$ cat src/rtl/tlqm_pkg.sv
`timescale 1ns / 1ps
// ----------------------------------------------------------------------------
// tlqm_pkg
// Shared types and constants for the link quality monitor.
// ----------------------------------------------------------------------------
package tlqm_pkg;

   localparam int DEVICE_COUNT_DEFAULT = 16;
   localparam int TYPE_SLOTS_DEFAULT   = 4;
   localparam int SLOT_MAX             = 4;

   localparam logic [2:0] REG_MASK   = 3'd0;
   localparam logic [2:0] REG_SLOT_0 = 3'd1;
   localparam logic [2:0] REG_SLOT_3 = 3'd4;

   localparam logic [31:0] HALF_RANGE = 32'h8000_0000;
   localparam logic [13:0] RATE_SCALE = 14'd10000;

   typedef struct packed {
      logic        is_frame;
      logic [3:0]  device_index;
      logic [15:0] message_type;
      logic [31:0] sequence_number;
      logic [47:0] timestamp_ms;
   } req_type;

   typedef struct packed {
      logic        accepted;
      logic [31:0] received_count;
      logic [31:0] missing_count;
      logic [31:0] out_of_order_count;
      logic [47:0] last_interval_ms;
      logic [47:0] average_interval_ms;
      logic [47:0] average_jitter_ms;
      logic [13:0] delivery_rate;
   } rsp_type;

   // Classified item handed from the front to the back.
   typedef struct packed {
      logic        hit;
      logic [3:0]  dev;
      logic [31:0] seq;
      logic [47:0] now;
   } work_type;

   // Per-device record, one RAM word.
   typedef struct packed {
      logic        seq_valid;
      logic [31:0] last_seq;
      logic        time_valid;
      logic [47:0] last_time;
      logic        prior_valid;
      logic [47:0] prior_interval;
      logic [31:0] recv_total;
      logic [31:0] miss_total;
      logic [31:0] ooo_total;
      logic [63:0] interval_sum;
      logic [31:0] interval_cnt;
      logic [63:0] jitter_sum;
      logic [31:0] jitter_cnt;
      logic [47:0] held_last;
      logic [47:0] held_avg_iv;
      logic [47:0] held_avg_jt;
   } rec_type;

   localparam int REC_W = $bits(rec_type);

endpackage

$ cat src/rtl/tlqm_front.sv
`timescale 1ns / 1ps
// ----------------------------------------------------------------------------
// tlqm_front
// Register file and classifier; pushes classified items into a short queue.
// ----------------------------------------------------------------------------
module tlqm_front #(
   parameter int DEVICE_COUNT = tlqm_pkg::DEVICE_COUNT_DEFAULT,
   parameter int TYPE_SLOTS   = tlqm_pkg::TYPE_SLOTS_DEFAULT
) (
   input  logic                 clock,
   input  logic                 reset,
   input  logic                 req_push,
   output logic                 req_full,
   input  tlqm_pkg::req_type    req_data,
   input  logic                 csr_psel,
   input  logic                 csr_penable,
   input  logic                 csr_pwrite,
   input  logic [4:0]           csr_paddr,
   input  logic [31:0]          csr_pwdata,
   output logic [31:0]          csr_prdata,
   output logic                 q_valid,
   input  logic                 q_pop,
   output tlqm_pkg::work_type   q_data
);
   logic [3:0]  mask_ff;
   logic [15:0] slot_ff [tlqm_pkg::SLOT_MAX];
   logic [2:0]  reg_idx;
   logic        hit;
   tlqm_pkg::work_type q_ff [2];
   logic [1:0]  cnt_ff;
   logic        rd_ptr_ff, wr_ptr_ff;
   logic        push_ok;

   assign reg_idx = csr_paddr[4:2];

   always_ff @(posedge clock) begin
      if (reset) begin
         mask_ff <= '0;
         for (int i = 0; i < tlqm_pkg::SLOT_MAX; i++) slot_ff[i] <= '0;
      end else if (csr_psel && csr_penable && csr_pwrite) begin
         if (reg_idx == tlqm_pkg::REG_MASK) mask_ff <= csr_pwdata[3:0];
         else if (reg_idx >= tlqm_pkg::REG_SLOT_0 && reg_idx <= tlqm_pkg::REG_SLOT_3)
            slot_ff[2'(reg_idx - tlqm_pkg::REG_SLOT_0)] <= csr_pwdata[15:0];
      end
   end

   always_comb begin
      csr_prdata = '0;
      if (reg_idx == tlqm_pkg::REG_MASK) csr_prdata = {28'd0, mask_ff};
      else if (reg_idx >= tlqm_pkg::REG_SLOT_0 && reg_idx <= tlqm_pkg::REG_SLOT_3)
         csr_prdata = {16'd0, slot_ff[2'(reg_idx - tlqm_pkg::REG_SLOT_0)]};
   end

   always_comb begin
      hit = 1'b0;
      for (int i = 0; i < TYPE_SLOTS; i++)
         if (mask_ff[i] && slot_ff[i] == req_data.message_type) hit = 1'b1;
      if (!req_data.is_frame || 32'(req_data.device_index) >= 32'(DEVICE_COUNT)) hit = 1'b0;
   end

   assign req_full = (cnt_ff == 2'd2);
   assign push_ok  = req_push && !req_full;
   assign q_valid  = (cnt_ff != 2'd0);
   assign q_data   = q_ff[rd_ptr_ff];

   always_ff @(posedge clock) begin
      if (push_ok) begin
         q_ff[wr_ptr_ff].hit <= hit;
         q_ff[wr_ptr_ff].dev <= req_data.device_index;
         q_ff[wr_ptr_ff].seq <= req_data.sequence_number;
         q_ff[wr_ptr_ff].now <= req_data.timestamp_ms;
      end
      if (reset) begin
         cnt_ff    <= '0;
         rd_ptr_ff <= 1'b0;
         wr_ptr_ff <= 1'b0;
      end else begin
         if (push_ok) wr_ptr_ff <= !wr_ptr_ff;
         if (q_pop && q_valid) rd_ptr_ff <= !rd_ptr_ff;
         cnt_ff <= cnt_ff + 2'(push_ok) - 2'(q_pop && q_valid);
      end
   end

   assert property (@(posedge clock) disable iff (reset) (cnt_ff == 2'd2) |-> !push_ok)
      else $error("queue overflow");
   assert property (@(posedge clock) disable iff (reset) cnt_ff <= 2'd2)
      else $error("queue count out of range");
   assert property (@(posedge clock) disable iff (reset) (cnt_ff == 2'd0) |-> !q_valid)
      else $error("empty queue shows valid");
endmodule

$ cat config.mk
export PLATFORM = sky130hd
export DESIGN_NAME = tlqm_front
export DESIGN_NICKNAME = d
export VERILOG_FILES = /design/src/rtl/tlqm_pkg.sv /design/src/rtl/tlqm_front.sv
export SDC_FILE = /design/constraint.sdc
export NUM_CORES = 1
export LEC_CHECK = 0
export BUFFER_PORTS_ARGS = -buffer_cell sky130_fd_sc_hd__buf_2
export CORE_MARGIN = 2
export CORE_UTILIZATION = 48
export CTS_CLUSTER_SIZE = 14
export DETAILED_ROUTE_END_ITERATION = 6
export HOLD_SLACK_MARGIN = 0.1
export PLACE_DENSITY = 0.76
export SYNTH_ARGS = -nofsm -noshare
export SYNTH_HDL_FRONTEND = slang
export SYNTH_SLANG_ARGS = --single-unit
$ cat constraint.sdc
create_clock -name clock -period 5.6 [get_ports clock]
set_input_delay 1.12 -clock clock [delete_from_list [all_inputs] [get_ports clock]]
set_output_delay 1.12 -clock clock [all_outputs]
set_load 0.005 [all_outputs]
==> results of run 1 <==
## metrics by stage
stage,setup WS (ns),power (mW),area (µm²),utilization,cells
2_1_floorplan,0.316,2.91,10500,-,633
3_3_place_gp,0.933,3.29,11800,0.557,1100
3_5_place_dp,0.844,3.31,11800,0.557,1100
4_1_cts,0.824,4.95,12600,0.595,1141
5_1_grt,0.655,5.12,12600,0.595,1142
6_report,0.857,4.90,12600,0.596,1144
## worst min path at each step
stage                     startpoint        end  slack (ns)
final                      rd_ptr_ff  rd_ptr_ff        0.51
after floorplan            rd_ptr_ff       flop        0.48
after CTS                  rd_ptr_ff  rd_ptr_ff        0.53
after global placement     rd_ptr_ff       flop        0.49
after detailed placement   rd_ptr_ff       flop        0.50
after global routing       rd_ptr_ff  rd_ptr_ff        0.56
## routing by layer
layer / global-route usage / up-vias / wire length [µm]
met3: 0.0473 / 43 / 2260
li1: - / 2721 / -
met2: 0.360 / 241 / 11800
met1: 0.233 / 2851 / 8740
met4: 0.0491 / 2 / 530
met5: 0 / - / 13
## cells in the final DEF (no fill, tap or decap), types with 2 or more instances in the layout
| cell | count |
|---|---|
| edfxtp_1 | 234 |
| buf_2 | 229 |
| mux2_2 | 85 |
| xnor2_1 | 50 |
| and2_1 | 46 |
| clkbuf_16 | 26 |
| and2_4 | 20 |
| xor2_1 | 18 |
| mux4_2 | 16 |
| conb_1 | 16 |
| nand4_1 | 12 |
| buf_4 | 12 |
| nor2b_1 | 11 |
| inv_1 | 9 |
| nor2_1 | 9 |
| nand2_1 | 9 |
| nor4_1 | 8 |
| dfxtp_1 | 8 |
| clkinv_1 | 6 |
| o21ai_0 | 4 |
| mux2i_1 | 4 |
| ha_1 | 4 |
| diode_2 | 3 |
| or2_2 | 3 |
| and2b_1 | 3 |
| clkbuf_1 | 3 |
| bufinv_16 | 3 |
| and3_1 | 2 |
| clkinv_2 | 2 |
## registers in the layout (all words and copies together), names as in the netlist, named ones only
name and cells:
mask_ff 4, rd_ptr_ff 1, wr_ptr_ff 1, slot_ff 64, q_ff 170, cnt_ff 2
## cells by family after synthesis
group	after synthesis
AO/OA/AOI/OAI	7
flip-flops	243
buffers and inverters	58
XOR/XNOR	68
multiplexers	105
AND/OR/NAND/NOR	132
other	1
adder cells (fa/ha/maj)	4
## worst min-delay path: stages (launching register included)
cell	delay (ns)
dfxtp_1	0.32
xnor2_1	0.08
nor2_1	0.08
## area by class of cell
cell class	instances	area (µm²)
clock buffer	29	662
sequential	243	7210
inverter	9	33.8
timing repair buffer	241	1240
tap	275	344
fill	1613	8580
clock inverter	12	139
antenna	3	7.51
multi-input combinational	332	3000
## power groups by stage
| stage | clock network (mW) | logic [mW] | registers [mW] |
|---|---|---|---|
| CTS | 1.66 | 0.922 | 2.36 |
| global route | 1.74 | 0.990 | 2.39 |
| global placement | 0 | 0.899 | 2.39 |
| floorplan | 0 | 0.566 | 2.35 |
| detailed placement | 0 | 0.911 | 2.40 |
| finish | 1.63 | 0.908 | 2.36 |
==> results.py, run 1 <==
metrics = {
    "outcome": {
        "outcome": "complete, no violations",
    },
    "grt": {
        "grt_overflow": 0,
        "antenna_found_initial": 3,
        "grt_start_max_net_pins": 55,
        "grt_first_pass_wirelength_um": 34000,
        "grt_use_total": 0.196,
        "grt_pass1_vias": 6152,
    },
    "timing": {
        "final-hold-violation-count": 0,
        "maxSlewHeadroom": 0.502,
        "finalMaxSlewViolations": 0,
        "setup_tns_ns": 0,
        "setup_viol": 0,
        "period_share": 0.847,
        "worstMarginPinSlew_ns": 0.747,
        "fin_crit_ns": 4.74,
        "skew_ns": 0.00582,
        "grt_setup_unrepaired": "no",
        "fin_worst_hold_slack_ns": 0.514,
        "max_clock_freq_ghz": 0.211,
    },
    "setup_path": {
        "crit_buf_inv": 4,
        "worstRegToRegCells": 5,
        "crit_path_start": "csr_paddr[2]",
        "critPathSlowestCell": "ha_1",
        "cp.depth": 7,
        "r2r_slack_ns": 3.34,
        "start_kind": "input pin",
        "reg2reg_to": "q_ff[0][29]",
        "path_max_fanout": 21,
        "crit_family": "buffers and inverters",
        "crit_required_ns": 4.48,
        "critical_path_arrival_ns": 3.62,
        "slowest_delay_ns": 0.81,
        "r2r-start": "cnt_ff[0]",
        "crit_type": "input pin to primary output",
        "critPathCapture": "csr_prdata[7]",
        "crit_top_cell": "buf_2",
        "cp-end-kind": "primary output",
        "worstPathCellList": "buf_2, inv_1, ha_1, buf_4, mux4_2, and2b_1, buf_2",
    },
    "cts": {
        "clock_path_buffers": 3,
        "clk_pin_slew_ns": 0.05,
        "post_cts_buffers": 0,
        "hold_buffers": 0,
        "cts_tree": "yes",
        "root_buffer": "clkbuf_16",
        "clk_latency_ns": 0.52,
        "cts_htree_levels": 1,
        "cts_resized": 0,
        "cts-buffers-inserted": 26,
        "clock_sinks": 243,
    },
    "power_and_ir_drop": {
        "combPwrFrac": 0.185,
        "p_per_area_nw_per_um2": 388,
        "p_switching_mw": 1.21,
        "p_int_mw": 3.68,
        "netSwitchingFraction": 0.248,
        "clkPwrFrac": 0.333,
        "sequentialPowerShare": 0.482,
        "peakVddDrop_v": 0.000232,
        "p_leak_nw": 4.74,
    },
    "final_layout": {
        "drive_above_1_share": 0.469,
        "syn_to_final_growth_pct": 21.0,
        "nets": 1002,
    },
    "yosys": {
        "synth_cell_types": 36,
        "synth_enable_flop_cells": 234,
        "synth-simple-area-share": 0.0828,
        "yosysSeqAreaShare": 0.690,
        "ys_seq_elements": 243,
        "synth_fa_ha_area_frac": 0.00479,
        "async_reset_ff_frac": 0,
        "yosysMostFrequentCell": "edfxtp_1",
        "yosys-top-cells-count": "edfxtp_1, mux2_2, xnor2_1",
        "synth_compound_area_frac": 0.00539,
        "synthTopCellsByArea": "edfxtp_1, mux2_2, xnor2_1",
        "synth_area_leader_cell": "edfxtp_1",
        "synth_top_area_frac": 0.673,
        "synth_top_family_by_area": "multiplexers",
        "synthXorXnorAreaFrac": 0.0570,
        "synthCells": 618,
        "postSynthAreaPerCell_um2": 16.9,
        "syn-cell-area_um2": 10400,
        "yosysWarnings": 0,
        "synthMuxAreaShare": 0.130,
        "synth_flop_cell": "edfxtp_1",
    },
    "hold_path": {
        "min_path_cells": 2,
        "min_path_type": "flop to flop",
    },
    "route": {
        "routedWlPerCell_um": 20.4,
        "drc": 0,
        "antenna_left": 0,
        "dr.pass1.iters": 4,
        "vias_per_cell": 5.12,
        "drt_iter0_markers": 460,
        "vias": 5858,
        "routed_wirelength_um": 23300,
    },
    "job": {
        "drv_cap": 0,
    },
    "floorplanning": {
        "fp.coreArea_um2": 21200,
        "start_util": 0.492,
        "dieWidth_um": 152,
        "die-area_um2": 23000,
        "ioPinCount": 264,
        "num_rows": 53,
        "die_y_um": 152,
    },
    "placed_design": {
        "gp_congestion": 0.876,
        "port_buffers": 229,
        "hpwl_um": 16200,
    },
}
(Power assumes the default switching activity.)
==> run 2: changes to the inputs <==
- ABC_AREA: not set -> 1
- CORE_UTILIZATION: 48 -> 54
- PLACE_DENSITY: 0.76 -> 0.81
- clock period: 5.6 -> 4.64 ns (I/O delays scaled with it)
==> run 2 against run 1 <==
Against the previous run:
- clock skew rose by 0.0023 ns
- register-to-register slack got worse by 0.94 ns
- sequential power rose by 22%
- via count rose by 25%
- non-clock buffer count fell by 1
- highest routed layer is now met4
- utilization rose by 6.8 points
- synthesized area rose by 2.0%
- critical path depth rose by 2
==> results.py, run 2 <==
metrics = {
    "cts": {
        "cts_tree": "yes",
        "clk_pin_slew_ns": 0.06,
        "clk_latency_ns": 0.52,
        "cts_htree_levels": 1,
        "clock_sinks": 243,
        "hold_buffers": 0,
        "root_buffer": "clkbuf_16",
        "cts-buffers-inserted": 25,
        "clock_path_buffers": 3,
        "cts_resized": 0,
        "post_cts_buffers": 0,
    },
    "yosys": {
        "syn-cell-area_um2": 10700,
        "yosysSeqAreaShare": 0.676,
        "synth_area_leader_cell": "edfxtp_1",
        "synth_cell_types": 33,
        "synth-simple-area-share": 0.107,
        "synth_flop_cell": "edfxtp_1",
        "synth_fa_ha_area_frac": 0.00470,
        "synth_compound_area_frac": 0.0529,
        "postSynthAreaPerCell_um2": 12.3,
        "yosys-top-cells-count": "edfxtp_1, nand2_1, inv_1",
        "yosysWarnings": 0,
        "synth_enable_flop_cells": 234,
        "synthCells": 864,
        "synth_top_family_by_area": "simple AND/OR/NAND/NOR gates",
        "synthTopCellsByArea": "edfxtp_1, mux2_2, nand2_1",
        "synthXorXnorAreaFrac": 0.0115,
        "synthMuxAreaShare": 0.0898,
        "ys_seq_elements": 243,
        "async_reset_ff_frac": 0,
        "yosysMostFrequentCell": "edfxtp_1",
        "synth_top_area_frac": 0.659,
    },
    "floorplanning": {
        "start_util": 0.549,
        "dieWidth_um": 144,
        "die-area_um2": 20900,
        "die_y_um": 144,
        "ioPinCount": 264,
        "fp.coreArea_um2": 19400,
        "num_rows": 51,
    },
    "timing": {
        "period_share": 0.829,
        "skew_ns": 0.00816,
        "setup_viol": 0,
        "setup_tns_ns": 0,
        "maxSlewHeadroom": 0.243,
        "fin_worst_hold_slack_ns": 0.440,
        "worstMarginPinSlew_ns": 1.14,
        "layout_setup_ws_ns": 0.795,
        "finalMaxSlewViolations": 0,
        "fin_crit_ns": 3.84,
        "grt_setup_unrepaired": "no",
        "max_clock_freq_ghz": 0.260,
        "final-hold-violation-count": 0,
    },
    "setup_path": {
        "crit_required_ns": 3.71,
        "critPathSlowestCell": "a211oi_1",
        "crit_family": "buffers and inverters",
        "cp-end-kind": "primary output",
        "crit_buf_inv": 5,
        "path_max_fanout": 12,
        "start_kind": "input pin",
        "crit_type": "input pin to primary output",
        "slowest_delay_ns": 0.48,
        "critical_path_arrival_ns": 2.92,
        "worstPathCellList": "buf_2, inv_4, ha_1, nand2_1, inv_1, nor2_4, inv_1, a211oi_1, buf_2",
    },
    "placed_design": {
        "place_ws_ns": 0.904,
        "hpwl_um": 17600,
        "port_buffers": 229,
        "dp.cells": 1341,
        "gp_congestion": 0.946,
        "place_area_um2": 12100,
    },
    "grt": {
        "grt_use_total": 0.236,
        "grt_first_pass_wirelength_um": 37200,
        "grt_start_max_net_pins": 86,
        "antenna_found_initial": 5,
        "grt_pass1_vias": 7087,
        "grt_overflow": 0,
    },
    "job": {
        "drv_cap": 0,
    },
    "final_layout": {
        "largest_reg_flops": 170,
        "top_regs": "q_ff: 170 flops, slot_ff: 64 flops, mask_ff: 4 flops",
        "instances_no_fill": 1393,
        "fillers": 1461,
        "most-common-layout-cells": "edfxtp_1, buf_2, nand2_1",
        "syn_to_final_growth_pct": 20.8,
        "largest-register": "q_ff",
        "drive_above_1_share": 0.337,
        "design_area_um2": 12900,
        "nets": 1252,
        "finish.utilization": 0.664,
        "layout_commonest_cell": "edfxtp_1",
    },
    "power_and_ir_drop": {
        "sequentialPowerShare": 0.492,
        "peakVddDrop_v": 0.000402,
        "netSwitchingFraction": 0.260,
        "power_mw": 5.87,
        "p_leak_nw": 5.41,
        "clkPwrFrac": 0.322,
        "p_per_area_nw_per_um2": 456,
        "p_int_mw": 4.34,
        "p_switching_mw": 1.52,
        "combPwrFrac": 0.186,
    },
    "route": {
        "drc": 0,
        "dr.pass1.iters": 5,
        "vias_per_cell": 5.26,
        "vias": 7334,
        "antenna_left": 0,
        "drt_iter0_markers": 549,
        "routedWlPerCell_um": 18.4,
        "routed_wirelength_um": 25600,
    },
    "hold_path": {
        "min_path_type": "flop to flop",
    },
    "outcome": {
        "outcome": "complete, no violations",
    },
}
-- run 2: path summary, 6_finish.rpt --
path / startpoint / endpoint / slack (ns) / cells past startpoint
max: csr_paddr[2] / csr_prdata[9] / 0.80 / 9
min reg2reg: rd_ptr_ff / flop / 0.44 / 1
min: rd_ptr_ff / flop / 0.44 / 1
max reg2reg: cnt_ff[1] / q_ff[0][47] / 2.40 / 4
-- run 2: final cells by class --
type	count	area, µm²	area share
clock inverters	13	103	0.00797
flip-flops and latches	243	7210	0.560
diodes	7	17.5	0.00136
inverters	96	363	0.0282
multi-input cells	497	2910	0.226
clock buffers	32	682	0.0530
repair buffers	240	1250	0.0974
well taps	265	332	0.0258
-- run 2: per-layer routing --
layer | wire (µm) | track usage | up-vias
li1 | - | - | 3433
met1 | 9640 | 0.292 | 3515
met2 | 12800 | 0.410 | 322
met3 | 2110 | 0.0427 | 64
met4 | 1060 | 0.0961 | 0
met5 | 0 | 0 | -
-- run 2: power groups by stage --
stage	Combinational (mW)	Sequential [mW]	Clock, mW
3_3_place_gp	1.07	2.91	0
5_1_grt	1.20	2.92	2.01
3_5_place_dp	1.08	2.93	0
2_1_floorplan	0.680	2.85	0
6_report	1.09	2.89	1.89
4_1_cts	1.10	2.89	1.93
-- run 2: cells by family (layout without fill, tap and decap cells) --
kind of cell	count (synthesis)	after routing
DFF	243	243
AOI/OAI and AO/OA	100	100
other	1	23
muxes	85	85
adders and majority gates	4	4
and+or+nand+nor	278	278
xor gates and xnor gates	14	14
buffers and inverters	139	381
-- run 2: worst reg2reg max path, cell delays in order (launching register included) --
cell	delay, ns
dfxtp_1	0.33
inv_1	0.07
o21ai_0	0.28
nor2_4	0.80
buf_12	0.38
